===== src/hdl/mtc_pkg.sv =====
// Shared types, case tables and corner helpers for the marching tetrahedra cell unit.
// No dependencies; every module of the block imports this package.
`timescale 1ns / 1ps

package mtc_pkg;

   localparam int NumTets    = 6;
   localparam int NumCorners = 8;
   localparam int NumAxes    = 3;
   localparam int NumVerts   = 3;
   localparam int FracBits   = 16;
   localparam logic [16:0] MuOne = 17'h10000;

   typedef logic signed [31:0] sample_type;
   typedef logic signed [32:0] coord_type;
   typedef coord_type  coord3_type  [NumAxes];
   typedef sample_type sample8_type [NumCorners];
   typedef logic [31:0] vert_type [NumAxes];

   typedef struct packed {
      logic signed [31:0] cell_x;
      logic signed [31:0] cell_y;
      logic signed [31:0] cell_z;
      logic [30:0]        cell_size;
      logic signed [31:0] val0;
      logic signed [31:0] val1;
      logic signed [31:0] val2;
      logic signed [31:0] val3;
      logic signed [31:0] val4;
      logic signed [31:0] val5;
      logic signed [31:0] val6;
      logic signed [31:0] val7;
   } req_type;

   typedef struct packed {
      logic signed [31:0] ax;
      logic signed [31:0] ay;
      logic signed [31:0] az;
      logic signed [31:0] bx;
      logic signed [31:0] by;
      logic signed [31:0] bz;
      logic signed [31:0] cx;
      logic signed [31:0] cy;
      logic signed [31:0] cz;
      logic               last;
      logic               empty_res;
   } rsp_type;

   typedef struct packed {
      logic busy;
      logic done;
   } lane_status_type;

   // corner number of local vertex k of tetrahedron t
   function automatic logic [2:0] tet_corner(input logic [2:0] t, input logic [1:0] k);
      logic [11:0] row;
      case (t)
         3'd0:    row = {3'd0, 3'd1, 3'd5, 3'd2};
         3'd1:    row = {3'd0, 3'd4, 3'd2, 3'd5};
         3'd2:    row = {3'd2, 3'd1, 3'd5, 3'd3};
         3'd3:    row = {3'd2, 3'd4, 3'd6, 3'd5};
         3'd4:    row = {3'd2, 3'd7, 3'd3, 3'd5};
         3'd5:    row = {3'd2, 3'd6, 3'd7, 3'd5};
         default: row = '0;
      endcase
      return row[(3 - k) * 3 +: 3];
   endfunction

   // number of triangles for a below-iso mask
   function automatic logic [1:0] tri_count(input logic [3:0] mask);
      case (mask)
         4'h0, 4'hF:                         return 2'd0;
         4'h3, 4'h5, 4'h6, 4'h9, 4'hA, 4'hC: return 2'd2;
         default:                            return 2'd1;
      endcase
   endfunction

   // edge code {from, to} in local vertices for triangle slot 0..5
   function automatic logic [3:0] edge_code(input logic [3:0] mask, input logic [2:0] slot);
      logic [23:0] row;
      case (mask)
         4'h1:    row = 24'h123000;
         4'h2:    row = 24'h476000;
         4'h3:    row = 24'h237762;
         4'h4:    row = 24'h89B000;
         4'h5:    row = 24'h1B316B;
         4'h6:    row = 24'h17B21B;
         4'h7:    row = 24'hECD000;
         4'h8:    row = 24'hCED000;
         4'h9:    row = 24'h71B12B;
         4'hA:    row = 24'hB1361B;
         4'hB:    row = 24'h98B000;
         4'hC:    row = 24'h327672;
         4'hD:    row = 24'h746000;
         4'hE:    row = 24'h213000;
         default: row = '0;
      endcase
      return row[(5 - slot) * 4 +: 4];
   endfunction

   // exact corner coordinate on one axis
   function automatic coord_type corner_coord(input logic signed [31:0] base,
                                              input logic [30:0] size, input logic sel);
      return {base[31], base} + (sel ? {2'b00, size} : 33'd0);
   endfunction

endpackage


===== src/hdl/mtc_tet_lane.sv =====
// Classification lane: below-iso mask and triangle count of one tetrahedron.
// Depends on mtc_pkg.
`timescale 1ns / 1ps

module mtc_tet_lane import mtc_pkg::*; (
   input  logic [2:0]  tet_index,
   input  sample8_type vals,
   input  sample_type  iso_level,
   output logic [3:0]  mask,
   output logic [1:0]  count
);

   // test each local vertex against the threshold
   always_comb begin
      for (int k = 0; k < 4; k++) begin
         mask[k] = vals[tet_corner(tet_index, 2'(k))] < iso_level;
      end
   end

   assign count = tri_count(mask);

endmodule


===== config.mk =====
export PLATFORM = sky130hd
export DESIGN_NAME = mtc_tet_lane
export DESIGN_NICKNAME = d
export VERILOG_FILES = /design/src/hdl/mtc_pkg.sv /design/src/hdl/mtc_tet_lane.sv
export SDC_FILE = /design/constraint.sdc
export NUM_CORES = 1
export LEC_CHECK = 0
export CAP_MARGIN = 25
export CORE_ASPECT_RATIO = 0.9
export CORE_UTILIZATION = 50
export DETAILED_ROUTE_END_ITERATION = 8
export DONT_BUFFER_PORTS = 1
export PLACE_DENSITY = 0.69
export SLEW_MARGIN = 25
export SYNTH_ARGS = -nofsm -noshare
export SYNTH_HDL_FRONTEND = slang
export SYNTH_SLANG_ARGS = --single-unit

===== constraint.sdc =====
create_clock -name vclk -period 6.1
set_input_delay 0.915 -clock vclk [all_inputs]
set_output_delay 0.915 -clock vclk [all_outputs]
set_load 0.03 [all_outputs]

# [Yosys cells after proc, flatten, opt, wreduce, memory -nomap -nowiden]
# Memories as Yosys holds them, arrays and structs flattened.
# Cells that the tools add are included.
[word_totals] romBits=32 word_cells=32 inputBits=291 regBits=0 n_memories=1
[op_classes] n_bitwise=4 n_eq_ne=5 muxes=13 n_reduce_logical=1 n_lt_le_gt_ge=8
[memory_table] name="(name not given)" depth=16 width=2 rd=1 rd_ports_with_merged_regs=0 wr=0 line_no="mtc_pkg.sv:71" text="case (mask)"
[ops] op="32-bit binary-select mux with 3-bit select" n=4
[ops] op="32-bit 2-to-1 mux" n=8
[ops] op="32-bit less-than comparator" n=4
[ops] op="11-bit one-hot mux with 6 select lines" n=1
[ops] op="4-bit >= comparator (second input constant)" n=4
[ops] op="3-bit NOT with 4-bit output" n=4
[ops] op="3-bit by 2-bit equality test with 1-bit output (second input constant)" n=2
[ops] op="3-bit equality test (second input constant)" n=2
[ops] op="3-bit by 1-bit equality test with 1-bit output (second input constant)" n=1
[ops] op="3-bit zero test" n=1

# [Logic depth before layout (Yosys ltp)]
# An unclocked memory read counts as a cell.
[logic_depth] word_depth=8 ltp_mapped=17

# [Worst setup path after synthesis]
# Ideal clock, no wire load.
[synth_timing] path_type="input-to-output" from="in tet_index[0]" to="out count[1]" t_arrival_ns=4.786 slack_ns=0.399 cell_stages=15 t_required_ns=5.185 n_path_buf=4 path_cell_list="buf_4 buf_2 clkbuf_1 clkbuf_1 a32oi_1 a221oi_1 ha_1 and3_1 a221o_1 a221oi_1 o211ai_1 a21oi_2 xnor2_2 xor2_2 a211oi_1"
[synth_via] elab_chain_cells=8 elab_cells_between_ends=28 cone_classes="order compare: 4; eq/ne: 5; mux: 13; bitwise: 4; reduce/logical: 1; memory: 1"
[synth_rtl] item="start, declared" line_no="mtc_tet_lane.sv:6" text="input logic [2:0] tet_index,"
[synth_rtl] item="3-bit equality test (tied with other cells)" line_no="mtc_pkg.sv:57" text="case (t)"
[synth_rtl] item="11-bit one-hot mux with 6 select lines *" line_no="mtc_pkg.sv:57"
[synth_rtl] item="3-bit NOT with 4-bit output (not written as such) *" line_no="mtc_tet_lane.sv:16" text="mask[k] = vals[tet_corner(tet_index, 2'(k))] < iso_level;"
[synth_rtl] item="32-bit binary-select mux with 3-bit select *" line_no="mtc_tet_lane.sv:16"
[synth_rtl] item="32-bit 2-to-1 mux (not written as such) * (2 in series)" line_no="mtc_tet_lane.sv:16"
[synth_rtl] item="32-bit less-than comparator *" line_no="mtc_tet_lane.sv:16"
[synth_rtl] item="named net mask[2]" line_no="mtc_tet_lane.sv:9" text="output logic [3:0] mask,"
[synth_rtl] item="memory 16 x 2 bit *"
[synth_rtl] item="end, declared" line_no="mtc_tet_lane.sv:10" text="output logic [1:0] count"
# Mark *: on every way through the listed nets, which the timed path passes. The rest lies on a longest branch. The select of a mux whose other input is x is not followed.

# [Final worst setup path]
[layout_timing] from="in tet_index[1]" to="out count[0]"
# Same word-level chain as after synthesis.

==> results.cfg <==
[floorplanning]
initial_core_util_pct = 51.89
core_area_um2 = 13510
die_area_um2 = 14500
rows = 40
die_h_um = 114.3
die_w_um = 126.8
io_pins = 297

[finish]
layout-drive-gt1-share_pct = 8.404
antenna_cells = 0
clock_buffers = 0
final_cells = 1108
fin_nets = 1358
seq_cells = 0
areaGrowthSynthToFinish_pct = 1.677
seqCellArea_um2 = 0

[place]
dp.cells = 1108
gp_congestion = 0.9498
portBuffers = 0
hpwl_mm = 22.01

[timing]
fmax_mhz = 180.3
fin_tns_setup_ps = 0
relSlewSlack_pct = 32.43
drv_slew = 0
worstMarginPinSlew_ps = 1011
fin_crit_ps = 5546
whs_ps = 2448
hold_viol_final = 0
setup_viol = 0
fin_crit_sh_pct = 90.91
rsz0062_at_grt = no

[power_and_ir_drop]
p_per_area_nw_per_um2 = 93.49
power_uw = 666.5
ir_drop_uv = 78.82
leakage_nw = 3.020

[route]
avgViaCountPerCell = 7.356
routed_wl_mm = 27.90
drc = 0
dr.pass1.iters = 5
detail-route-antenna-nets = 0
vias = 8151
routedWlPerCell_um = 25.18
drt-initial-drc-count = 795

[critical_path]
path_cells = nand2b_1 -> nand2_2 -> mux2_2 -> ha_1 -> a211oi_1 -> nor2_1 -> nor4_1 -> nor2_1 -> nor4b_1 -> a31o_1 -> ha_1 -> inv_1 -> xnor2_1 -> buf_4
path_class = in2out
critPathRequiredTime_ps = 5180
path_buf_inv = 2
worstSetupEndpointType = output pin
worst_setup_path_start_kind = primary input
crit_family = simple AND/OR/NAND/NOR gates
crit_arrival_ps = 4630
path_max_fanout = 85
critical-path-max-stage-delay_ps = 520
cp_slowest_cell = nand2_2

[logic_synthesis]
synth.largest_area_cell = ha_1
avgSynthCellArea_um2 = 7.083
synthCells = 990
synth_area_um2 = 7012
synth_top_area_share_pct = 22.31
synth_top_cells_by_count = ha_1, o21ai_0, mux2i_1, nand2_1, a21oi_1
syn-num-nets = 1406
synth-seq-area-share_pct = 0
synth_area_leaders = ha_1, mux2i_1, o21ai_0
synth_cell_types = 67
yosysMostFrequentCell = ha_1
ys_warn_count = 0

[global_route]
grt_first_pass_wirelength_mm = 42.03
gr-total-overflow = 0
grt_pass1_vias = 7606
grt_max_degree = 128
gr-usage-all-layers_pct = 36.41
antenna_found_initial = 0

[worst_hold_path]
hold_class = in2out
whs_path_depth = 6
hold_end = mask[1]
hold_path.startpoint = vals[255]

[run_status]
status = finished, final reports clean

[flow_run]
drv_cap = 0

[clock_tree]
cts_hold_buf = 0
cts.repair.resized = 0
post_cts_buffers = 0
## report_power, final
part	internal, mW	switching (mW)	total, mW
Combinational	0.294	0.372	0.667
Sequential	0	0	0
Clock	0	0	0
## cells by family (layout without fill, tap and decap cells)
group	after synthesis	count (layout)	share of synthesized area, %
multiplexers	124	124	18.42
buffers and inverters	110	60	6.228
AO/OA/AOI/OAI	425	425	39.13
AND/OR/NAND/NOR	203	203	13.33
adder cells (fa/ha/maj)	125	125	22.31
XOR/XNOR	3	3	0.5890
## layer usage
| metal | GRT usage (%) | share of wire [%] |
|---|---|---|
| met5 | 0 | 0 |
| met1 | 48.45 | 42 |
| met3 | 7.103 | 11 |
| met4 | 12.14 | 3.4 |
| met2 | 58.75 | 44 |
## layout make-up
type,count,area (um2)
fillers,1394,6384
inverters,35,131.4
well taps,168,210.2
multi-input cells,880,6588
repair buffers,25,200.2
## cell usage in the layout (no fill, tap or decap), types with 4 or more instances in the layout
| cell | instances |
|---|---|
| nand2b_1 | 8 |
| ha_1 | 125 |
| a21oi_1 | 80 |
| inv_1 | 33 |
| o211ai_1 | 34 |
| a222oi_1 | 9 |
| a21o_1 | 13 |
| o21a_1 | 4 |
| a22oi_1 | 9 |
| nand2_1 | 81 |
| nor2b_1 | 4 |
| o21ai_1 | 8 |
| a21boi_0 | 4 |
| a32oi_1 | 6 |
| o221ai_1 | 17 |
| o21ai_0 | 123 |
| nor3_1 | 8 |
| nor2_1 | 44 |
| nand3_1 | 19 |
| mux2i_1 | 84 |
| o22ai_1 | 46 |
| a22o_1 | 9 |
| a221oi_1 | 28 |
| a211oi_1 | 12 |
| mux2_2 | 38 |
| nand4_1 | 20 |
| buf_4 | 24 |
## through the flow
stage / utilization [%] / worst slack [ps] / area [um2]
2_1_floorplan: - / 398.5 / 7012
4_1_cts: 52.76 / 573.5 / 7129
3_3_place_gp: 52.76 / 669.8 / 7129
5_1_grt: 52.76 / 352.8 / 7129
6_report: 52.76 / 554.5 / 7129
3_5_place_dp: 52.76 / 573.2 / 7129
## worst max-delay path by stage
stage	to	depth (start not counted)	startpoint	slack [ps]
final	count[0]	14	tet_index[1]	550
after CTS	count[0]	14	tet_index[1]	570
after floorplan	count[1]	15	tet_index[0]	400
after detailed placement	count[0]	14	tet_index[1]	570
after global placement	count[0]	14	tet_index[1]	670
after global routing	count[0]	14	tet_index[1]	350
No activity file was read; power rests on OpenSTA's default activity.
