## config.mk

```make
export PLATFORM = sky130hd
export DESIGN_NAME = mtc_interp
export DESIGN_NICKNAME = d
export VERILOG_FILES = /design/src/hdl/mtc_pkg.sv /design/src/hdl/mtc_interp.sv
export SDC_FILE = /design/constraint.sdc
export NUM_CORES = 2
export LEC_CHECK = 0
export ABC_AREA = 0
export BUFFER_PORTS_ARGS = -buffer_cell sky130_fd_sc_hd__clkbuf_2
export CAP_MARGIN = 5
export CORE_ASPECT_RATIO = 0.6
export CORE_UTILIZATION = 30
export CTS_BUF_LIST = sky130_fd_sc_hd__clkbuf_8
export CTS_CLUSTER_DIAMETER = 120
export DETAILED_ROUTE_END_ITERATION = 16
export PLACE_DENSITY = 0.5
export SLEW_MARGIN = 40
export SYNTH_ARGS = -nofsm -noshare
export SYNTH_HDL_FRONTEND = slang
export SYNTH_SLANG_ARGS = --single-unit
```

## constraint.sdc

```tcl
create_clock -name clock -period 11.8 [get_ports clock]
set_clock_uncertainty 0.05 [all_clocks]
set_input_delay 2.36 -clock clock [delete_from_list [all_inputs] [get_ports clock]]
set_output_delay 2.36 -clock clock [all_outputs]
set_load 0.01 [all_outputs]
```

## src/hdl/mtc_pkg.sv

```systemverilog
// Shared types, case tables and corner helpers for the marching tetrahedra cell unit.
// No dependencies; every module of the block imports this package.
`timescale 1ns / 1ps

package mtc_pkg;

   localparam int NumTets    = 6;
   localparam int NumCorners = 8;
   localparam int NumAxes    = 3;
   localparam int NumVerts   = 3;
   localparam int FracBits   = 16;
   localparam logic [16:0] MuOne = 17'h10000;

   typedef logic signed [31:0] sample_type;
   typedef logic signed [32:0] coord_type;
   typedef coord_type  coord3_type  [NumAxes];
   typedef sample_type sample8_type [NumCorners];
   typedef logic [31:0] vert_type [NumAxes];

   typedef struct packed {
      logic signed [31:0] cell_x;
      logic signed [31:0] cell_y;
      logic signed [31:0] cell_z;
      logic [30:0]        cell_size;
      logic signed [31:0] val0;
      logic signed [31:0] val1;
      logic signed [31:0] val2;
      logic signed [31:0] val3;
      logic signed [31:0] val4;
      logic signed [31:0] val5;
      logic signed [31:0] val6;
      logic signed [31:0] val7;
   } req_type;

   typedef struct packed {
      logic signed [31:0] ax;
      logic signed [31:0] ay;
      logic signed [31:0] az;
      logic signed [31:0] bx;
      logic signed [31:0] by;
      logic signed [31:0] bz;
      logic signed [31:0] cx;
      logic signed [31:0] cy;
      logic signed [31:0] cz;
      logic               last;
      logic               empty_res;
   } rsp_type;

   typedef struct packed {
      logic busy;
      logic done;
   } lane_status_type;

   // corner number of local vertex k of tetrahedron t
   function automatic logic [2:0] tet_corner(input logic [2:0] t, input logic [1:0] k);
      logic [11:0] row;
      case (t)
         3'd0:    row = {3'd0, 3'd1, 3'd5, 3'd2};
         3'd1:    row = {3'd0, 3'd4, 3'd2, 3'd5};
         3'd2:    row = {3'd2, 3'd1, 3'd5, 3'd3};
         3'd3:    row = {3'd2, 3'd4, 3'd6, 3'd5};
         3'd4:    row = {3'd2, 3'd7, 3'd3, 3'd5};
         3'd5:    row = {3'd2, 3'd6, 3'd7, 3'd5};
         default: row = '0;
      endcase
      return row[(3 - k) * 3 +: 3];
   endfunction

   // number of triangles for a below-iso mask
   function automatic logic [1:0] tri_count(input logic [3:0] mask);
      case (mask)
         4'h0, 4'hF:                         return 2'd0;
         4'h3, 4'h5, 4'h6, 4'h9, 4'hA, 4'hC: return 2'd2;
         default:                            return 2'd1;
      endcase
   endfunction

   // edge code {from, to} in local vertices for triangle slot 0..5
   function automatic logic [3:0] edge_code(input logic [3:0] mask, input logic [2:0] slot);
      logic [23:0] row;
      case (mask)
         4'h1:    row = 24'h123000;
         4'h2:    row = 24'h476000;
         4'h3:    row = 24'h237762;
         4'h4:    row = 24'h89B000;
         4'h5:    row = 24'h1B316B;
         4'h6:    row = 24'h17B21B;
         4'h7:    row = 24'hECD000;
         4'h8:    row = 24'hCED000;
         4'h9:    row = 24'h71B12B;
         4'hA:    row = 24'hB1361B;
         4'hB:    row = 24'h98B000;
         4'hC:    row = 24'h327672;
         4'hD:    row = 24'h746000;
         4'hE:    row = 24'h213000;
         default: row = '0;
      endcase
      return row[(5 - slot) * 4 +: 4];
   endfunction

   // exact corner coordinate on one axis
   function automatic coord_type corner_coord(input logic signed [31:0] base,
                                              input logic [30:0] size, input logic sel);
      return {base[31], base} + (sel ? {2'b00, size} : 33'd0);
   endfunction

endpackage

```

## src/hdl/mtc_interp.sv

```systemverilog
// Vertex lane: edge interpolation with a bit-serial divider and one multiply per axis.
// Depends on mtc_pkg.
`timescale 1ns / 1ps

module mtc_interp import mtc_pkg::*; (
   input  logic            clock,
   input  logic            reset,
   input  logic            start,
   input  logic            ack,
   input  sample_type      iso_level,
   input  sample_type      val_a,
   input  sample_type      val_b,
   input  coord3_type      p1,
   input  coord3_type      p2,
   output lane_status_type status,
   output vert_type        vertex
);

   typedef enum logic [2:0] {L_IDLE, L_DIV, L_MUL, L_ADD, L_DONE} lane_state_type;

   lane_state_type     state_ff;
   logic [32:0]        dmag_ff;
   logic [33:0]        rem_ff;
   logic [15:0]        quo_ff;
   logic [3:0]         cnt_ff;
   logic               neg_mu_ff, zero_den_ff, sat_ff;
   logic [16:0]        mu_ff;
   coord_type          p1_ff   [NumAxes];
   logic [30:0]        span_ff [NumAxes];
   logic               dneg_ff [NumAxes];
   logic [47:0]        prod_ff [NumAxes];
   logic [31:0]        res_ff  [NumAxes];

   logic signed [32:0] num, den;
   logic [32:0]        nmag, dmag;
   logic signed [33:0] span [NumAxes];
   logic [33:0]        span_mag [NumAxes];
   logic [33:0]        rem2, rem_in;
   logic               take_bit;
   logic [15:0]        quo_in;
   logic [16:0]        mu_in;
   logic [31:0]        off  [NumAxes];
   logic [33:0]        sum  [NumAxes];

   // operand magnitudes and signs
   always_comb begin
      num  = {iso_level[31], iso_level} - {val_a[31], val_a};
      den  = {val_b[31], val_b} - {val_a[31], val_a};
      nmag = num[32] ? 33'(-num) : 33'(num);
      dmag = den[32] ? 33'(-den) : 33'(den);
      for (int k = 0; k < NumAxes; k++) begin
         span[k]     = {p2[k][32], p2[k]} - {p1[k][32], p1[k]};
         span_mag[k] = span[k][33] ? 34'(-span[k]) : 34'(span[k]);
      end
   end

   // one quotient bit per cycle
   always_comb begin
      rem2     = {rem_ff[32:0], 1'b0};
      take_bit = rem2 >= {1'b0, dmag_ff};
      rem_in   = take_bit ? rem2 - {1'b0, dmag_ff} : rem2;
      quo_in   = {quo_ff[14:0], take_bit};
      mu_in    = zero_den_ff ? 17'd0 : (sat_ff ? MuOne : {1'b0, quo_in});
   end

   // signed offset added to the start corner
   always_comb begin
      for (int k = 0; k < NumAxes; k++) begin
         off[k] = prod_ff[k][47:FracBits];
         sum[k] = {p1_ff[k][32], p1_ff[k]} +
                  ((neg_mu_ff ^ dneg_ff[k]) ? 34'(-{2'b00, off[k]}) : {2'b00, off[k]});
      end
   end

   always_ff @(posedge clock) begin
      if (reset) begin
         state_ff <= L_IDLE;
      end else begin
         case (state_ff)
            L_IDLE: begin
               if (start) begin
                  state_ff <= L_DIV;
               end
            end
            L_DIV: begin
               if (cnt_ff == 4'd15) begin
                  state_ff <= L_MUL;
               end
            end
            L_MUL:   state_ff <= L_ADD;
            L_ADD:   state_ff <= L_DONE;
            L_DONE: begin
               if (ack) begin
                  state_ff <= L_IDLE;
               end
            end
            default: state_ff <= L_IDLE;
         endcase
      end

      // datapath: load, iterate, multiply, add
      case (state_ff)
         L_IDLE: begin
            dmag_ff     <= dmag;
            rem_ff      <= {1'b0, nmag};
            quo_ff      <= '0;
            cnt_ff      <= '0;
            neg_mu_ff   <= num[32] ^ den[32];
            zero_den_ff <= dmag == 33'd0;
            sat_ff      <= nmag >= dmag;
            for (int k = 0; k < NumAxes; k++) begin
               p1_ff[k]   <= p1[k];
               span_ff[k] <= span_mag[k][30:0];
               dneg_ff[k] <= span[k][33];
            end
         end
         L_DIV: begin
            rem_ff <= rem_in;
            quo_ff <= quo_in;
            cnt_ff <= cnt_ff + 4'd1;
            mu_ff  <= mu_in;
         end
         L_MUL: begin
            for (int k = 0; k < NumAxes; k++) begin
               prod_ff[k] <= mu_ff * {17'd0, span_ff[k]};
            end
         end
         L_ADD: begin
            for (int k = 0; k < NumAxes; k++) begin
               res_ff[k] <= sum[k][31:0];
            end
         end
         default: begin
         end
      endcase
   end

   assign status.busy = state_ff != L_IDLE;
   assign status.done = state_ff == L_DONE;
   assign vertex      = res_ff;

   a_div_bounded: assert property (@(posedge clock) disable iff (reset)
      (state_ff == L_DIV && cnt_ff == 4'd15) |=> state_ff == L_MUL)
      else $error("divider overran its step count");
   a_mu_range: assert property (@(posedge clock) disable iff (reset)
      state_ff == L_ADD |-> mu_ff <= MuOne)
      else $error("interpolation ratio above one");
   a_start_idle: assert property (@(posedge clock) disable iff (reset)
      start |-> state_ff == L_IDLE)
      else $error("lane started while busy");

endmodule

```

# --- Yosys cells after proc, flatten, opt, wreduce, memory -nomap -nowiden ---
# Memory sizes are Yosys's and may differ from the RTL's.
# Index checks and enable logic that the tools add are counted.
word_totals:
  input_bits: 298
  latch_bits: 0
  memories: 4
  reg_bits: 204
  ramBits: 339
  rom_bits: 0
memory_table:
  columns: ["name", "depth", "width", "read_ports", "rd_clocked_by_memory_dff", "wr", "line_no", "source"]
  rows:
  - ["prod_ff", 3, 48, 3, 0, 3, "mtc_interp.sv:31", "logic [47:0] prod_ff [NumAxes];"]
  - ["p1_ff", 3, 33, 3, 0, 3, "mtc_interp.sv:28", "coord_type p1_ff [NumAxes];"]
  - ["span_ff", 3, 31, 3, 0, 3, "mtc_interp.sv:29", "logic [30:0] span_ff [NumAxes];"]
  - ["dneg_ff", 3, 1, 3, 0, 3, "mtc_interp.sv:30", "logic dneg_ff [NumAxes];"]
classes:
  n_mux: 21
  mul: 3
  n_eq_ne: 8
  n_bitwise: 4
  div_mod_pow: 0
  n_lt_le_gt_ge: 2
  n_reduce_logical: 6
  n_shift: 0
  n_addsub: 18
ops:
  columns: ["op", "count"]
  rows:
  - ["17-bit by 31-bit multiplier with 48-bit output", 3]
  - ["33-bit by 33-bit subtractor with 34-bit output", 3]
  - ["33-bit two-way mux", 3]
  - ["32-bit adder", 3]
  - ["32-bit two-way mux", 3]
  - ["32-bit negator", 3]
  - ["31-bit two-way mux", 3]
  - ["31-bit negator", 3]
  - ["33-bit negator", 2]
  - ["33-bit case mux with 2 select lines", 1]
  - ["32-bit by 32-bit subtractor with 33-bit output", 2]
  - ["34-bit by 33-bit >= comparator with 1-bit output", 1]
  - ["33-bit >= comparator", 1]
  - ["33-bit logical NOT", 1]
  - ["33-bit subtractor", 1]
  - ["15-bit case mux with 2 select lines", 1]
  - ["17-bit two-way mux", 1]
  - ["3-bit case mux with 5 select lines", 1]
  - ["3-bit two-way mux", 3]
  - ["4-bit case mux with 2 select lines", 1]
  - ["3-bit by 2-bit == test with 1-bit output, second input constant", 2]
  - ["2-bit != test, second input constant", 3]
  - ["4-bit by 1-bit adder with 4-bit output, second input constant", 1]
  - ["4-bit == test, second input constant", 1]
  - ["9 further kinds", 15]

# --- Logic depth before layout (Yosys ltp) ---
depth:
  ltp_word: 4
  ltp_mapped: 30
  depth_no_buf: 29

# --- Worst setup path before layout ---
# No wires, ideal clock.
synth_path:
  path_type: "reg-to-reg"
  start: "register state_ff[0]"
  end: "memory prod_ff[2][16], in the netlist prod_ff[0][112], enable pin"
  t_required_ps: 11060
  setup_ps: 690
  path_slack_ps: 3537
  n_path_buf: 1
  path_stages_with_launch: 3
  arrival_time_ps: 7523
  cell_sequence: "dfxtp_1 clkbuf_1 nor3b_1"
synth_lines:
  columns: ["item", "line_no", "source"]
  rows:
  - ["from (decl)", "mtc_interp.sv:21", "lane_state_type state_ff;"]
  - ["from (signal assigned)", "mtc_interp.sv:77", "state_ff <= L_IDLE;"]
  - ["from (signal assigned)", "mtc_interp.sv:82", "state_ff <= L_DIV;"]
  - ["from (signal assigned)", "mtc_interp.sv:87", "state_ff <= L_MUL;"]
  - ["to (decl)", "mtc_interp.sv:31", null]

==> impl_metrics.csv <==
group,metric,value,unit
timing,setup_viol,0,
clock_tree,cts_tree,"done",
route,drt_pass1_iterations,6,
synthesis,synthArstFlopShare,0,
synthesis,ys_types,103,
floorplan,core-area,276000,sq um
synthesis,synth_seq_cells,492,
clock_tree,clock-sinks,492,
clock_tree,post_cts_resized,0,
floorplan,die_w,685,um
global_routing,grt_max_degree,98,
synthesis,synth_top_area_frac,0.312,
flow_run,drv_cap,0,
outcome,status,"finished clean",
timing,period_minus_slack,8.79,ns
global_routing,grt_usage,0.188,
synthesis,netlist_area,83900,sq um
worst_setup_path,rr_endpoint,"prod_ff[0][143]",
clock_tree,numCtsBuffers,93,
worst_hold_path,hold_path_class,"reg2reg",
synthesis,yosys_warnings,0,
floorplan,io_pins,396,
timing,worstMarginPinSlew,0.929,ns
timing,max-slew-margin-rel,0.381,
timing,hold_viol_final,0,
synthesis,synth.avg_cell_area,9.15,sq um
clock_tree,clkLatencyLatePin,0.91,ns
worst_setup_path,critical_path.most_common_cell,"fa_1",
synthesis,synth_cells,9164,
timing,fin_crit_sh,0.745,
floorplan,fp.dieH,412,um
global_routing,first_global_vias,66700,
synthesis,ys.flop_type,"edfxtp_1",
timing,maxSlewViolCount,0,
worst_setup_path,endpoint,"prod_ff[0][143]",
worst_setup_path,reg2reg_depth,24,
synthesis,synth_area_leader_cell,"fa_1",
route,via_per_inst,4.91,
placed_design,hpwl,209000,um
timing,fin_tns_setup,0,ns
synthesis,synthTopCellsByCount,"1,781 x inv_1, 1,305 x fa_1, 1,180 x nand2_1, 690 x ha_1, 659 x and2_1",
synthesis,syn_nets,11500,
route,wl_per_cell,20.0,um
floorplan,initial_utilization,0.304,
route,vias,65100,
route,ant_nets,0,
worst_setup_path,cp_slowest_stage_delay,0.74,ns
route,routed_wl,265000,um
timing,rsz0062_at_grt,"no",
route,drt_iter0_drc,5469,
worst_setup_path,cp_cell_sequence,"buf_4 > buf_4 > nand2_1 > fa_1 > fa_1 > fa_1 > fa_1 > inv_1 > fa_1 > fa_1 > ha_1 > a21o_1 > a211o_1 > a2111oi_2 > a211oi_1 > a31o_2 > o2111a_1 > o2111a_1 > o31a_1 > and4_1 > o31a_1 > o21a_1 > nor2_1 > xnor2_1",
placed_design,numPortBuffers,395,
worst_setup_path,r2r_setup_slack,3.01,ns
worst_setup_path,worstPathMaxFanout,49,
worst_setup_path,cp_slowest_cell,"buf_4",
global_routing,antenna_found_initial,15,
timing,clock.fmax,114,MHz
floorplan,dieArea,282000,sq um
clock_tree,hold_buffers,0,
worst_setup_path,crit_start,"mu_ff[4]",
synthesis,synth_edf_count,489,
worst_setup_path,r2r-start,"mu_ff[4]",
clock_tree,clk_pin_slew,0.07,ns
global_routing,grt_overflow,0,
worst_setup_path,critical_path_required,12.39,ns
route,drc,0,
finish,syn_to_final_growth,10.5,%
worst_setup_path,endpoint_kind,"register",
synthesis,yosysMostFrequentCell,"inv_1",
clock_tree,root_buffer,"clkbuf_8",
synthesis,synth_area_leaders,"fa_1 31%, edfxtp_1 18%, ha_1 10%",
global_routing,grt_pass1_wl,408000,um
clock_tree,postCtsSetupRepairBufs,0,
finish,drive_gt1_frac,0.0810,
finish,fill_cells,28600,
placed_design,place.gp.congestion,0.905,
clock_tree,htreeDepth,3,
worst_setup_path,worst_ep_arrival_time,9.37,ns
finish,fin_nets,11800,
synthesis,seq_area_frac_synth,0.176,
floorplan,rows,149,
worst_setup_path,critPathKind,"reg2reg",
worst_setup_path,start_kind,"register",
clock_tree,cts_buffer_depth,3,
cells in the final DEF, fill, tap and decap left out, types with 16 or more instances in the layout:
| cell | count |
|---|---|
| or3_1 | 42 |
| or2_2 | 29 |
| buf_4 | 109 |
| clkbuf_2 | 395 |
| nor2_1 | 384 |
| o21ai_0 | 210 |
| nor2b_1 | 69 |
| nand4_1 | 34 |
| o21a_1 | 88 |
| o211ai_1 | 18 |
| a21o_1 | 145 |
| o31ai_1 | 43 |
| ha_1 | 690 |
| nand3_1 | 93 |
| nor3_1 | 111 |
| a31oi_1 | 48 |
| clkbuf_8 | 93 |
| a211oi_1 | 62 |
| nand2_1 | 1179 |
| clkinv_1 | 24 |
| and3_1 | 61 |
| buf_6 | 25 |
| or4_1 | 16 |
| o41ai_1 | 21 |
| a21oi_1 | 324 |
| inv_1 | 1797 |
| nand2b_1 | 56 |
| xor2_1 | 164 |
| xnor2_1 | 364 |
| edfxtp_1 | 489 |
| and2_1 | 659 |
| fa_1 | 1305 |
| o21bai_1 | 33 |
| nor4_1 | 28 |
per-layer routing:
| layer | vias to the layer above | global-route usage | wire length [um] | share of wire |
|---|---|---|---|---|
| li1 | 29700 | - | - | - |
| met4 | 4 | 0.0245 | 3190 | 0.012 |
| met5 | - | 0 | 21 | 0.000079 |
| met1 | 32900 | 0.302 | 137000 | 0.52 |
| met3 | 209 | 0.0406 | 22700 | 0.086 |
| met2 | 2285 | 0.258 | 102000 | 0.38 |
area by class of cell:
| type | count | area (sq um) | area share |
|---|---|---|---|
| clock buffer | 93 | 1280 | 0.0138 |
| inverter | 1781 | 6690 | 0.0722 |
| multi-input combinational | 6553 | 61300 | 0.661 |
| clock inverter | 76 | 644 | 0.00695 |
| sequential | 492 | 14700 | 0.159 |
| timing repair buffer | 549 | 3400 | 0.0367 |
| tap | 3699 | 4630 | 0.0499 |
| antenna | 6 | 15.0 | 0.000162 |
worst min-delay path by stage:
stage | start | to | slack, ns | cells after the start
final | quo_ff[14] | mu_ff[15] | 0.47 | 1
after global placement | quo_ff[14] | mu_ff[15] | 0.46 | 1
after global routing | quo_ff[14] | mu_ff[15] | 0.48 | 1
after CTS | quo_ff[14] | mu_ff[15] | 0.47 | 1
after detailed placement | quo_ff[14] | mu_ff[15] | 0.45 | 1
after floorplan | quo_ff[14] | mu_ff[15] | 0.45 | 1
flip-flops by register name, indices dropped and copies added (netlist names):
register / flops
quo_ff: 15
rem_ff: 33
state_ff: 3
zero_den_ff: 1
vertex: 96
span_ff: 93
sat_ff: 1
p1_ff: 96
neg_mu_ff: 1
mu_ff: 17
prod_ff: 96
dmag_ff: 33
cnt_ff: 4
dneg_ff: 3
stage by stage:
step	hold WS (ns)	cells	utilization	area [sq um]	worst slack, ns
detailed placement	0.454	13100	0.328	90600	2.57
CTS	0.469	13200	0.335	92500	3.00
floorplan	0.447	9164	-	83900	3.54
global placement	0.459	13000	0.326	90200	2.67
finish	0.468	13200	0.335	92700	3.01
global route	0.482	13200	0.335	92700	2.66
worst max-delay path, delay by kind of cell (launching register included):
| family | cells | cell delay (ns) |
|---|---|---|
| buffers and inverters | 3 | 1.29 |
| xor gates and xnor gates | 1 | 0.07 |
| and+or+nand+nor | 3 | 0.51 |
| DFF | 1 | 0.33 |
| adders and majority gates | 7 | 3.29 |
| AOI/OAI and AO/OA | 10 | 2.94 |
logic make-up after synthesis:
logic type | Yosys count | share of synthesized area
adders and majority gates | 1995 | 0.414
muxes | 8 | 0.000970
xor gates and xnor gates | 535 | 0.0561
buffers and inverters | 2119 | 0.0952
DFF | 492 | 0.176
AOI/OAI and AO/OA | 1179 | 0.0931
and+or+nand+nor | 2836 | 0.164
Power is not shown: default switching activity piles up to over one toggle a cycle in this logic, so the estimate is an artifact.
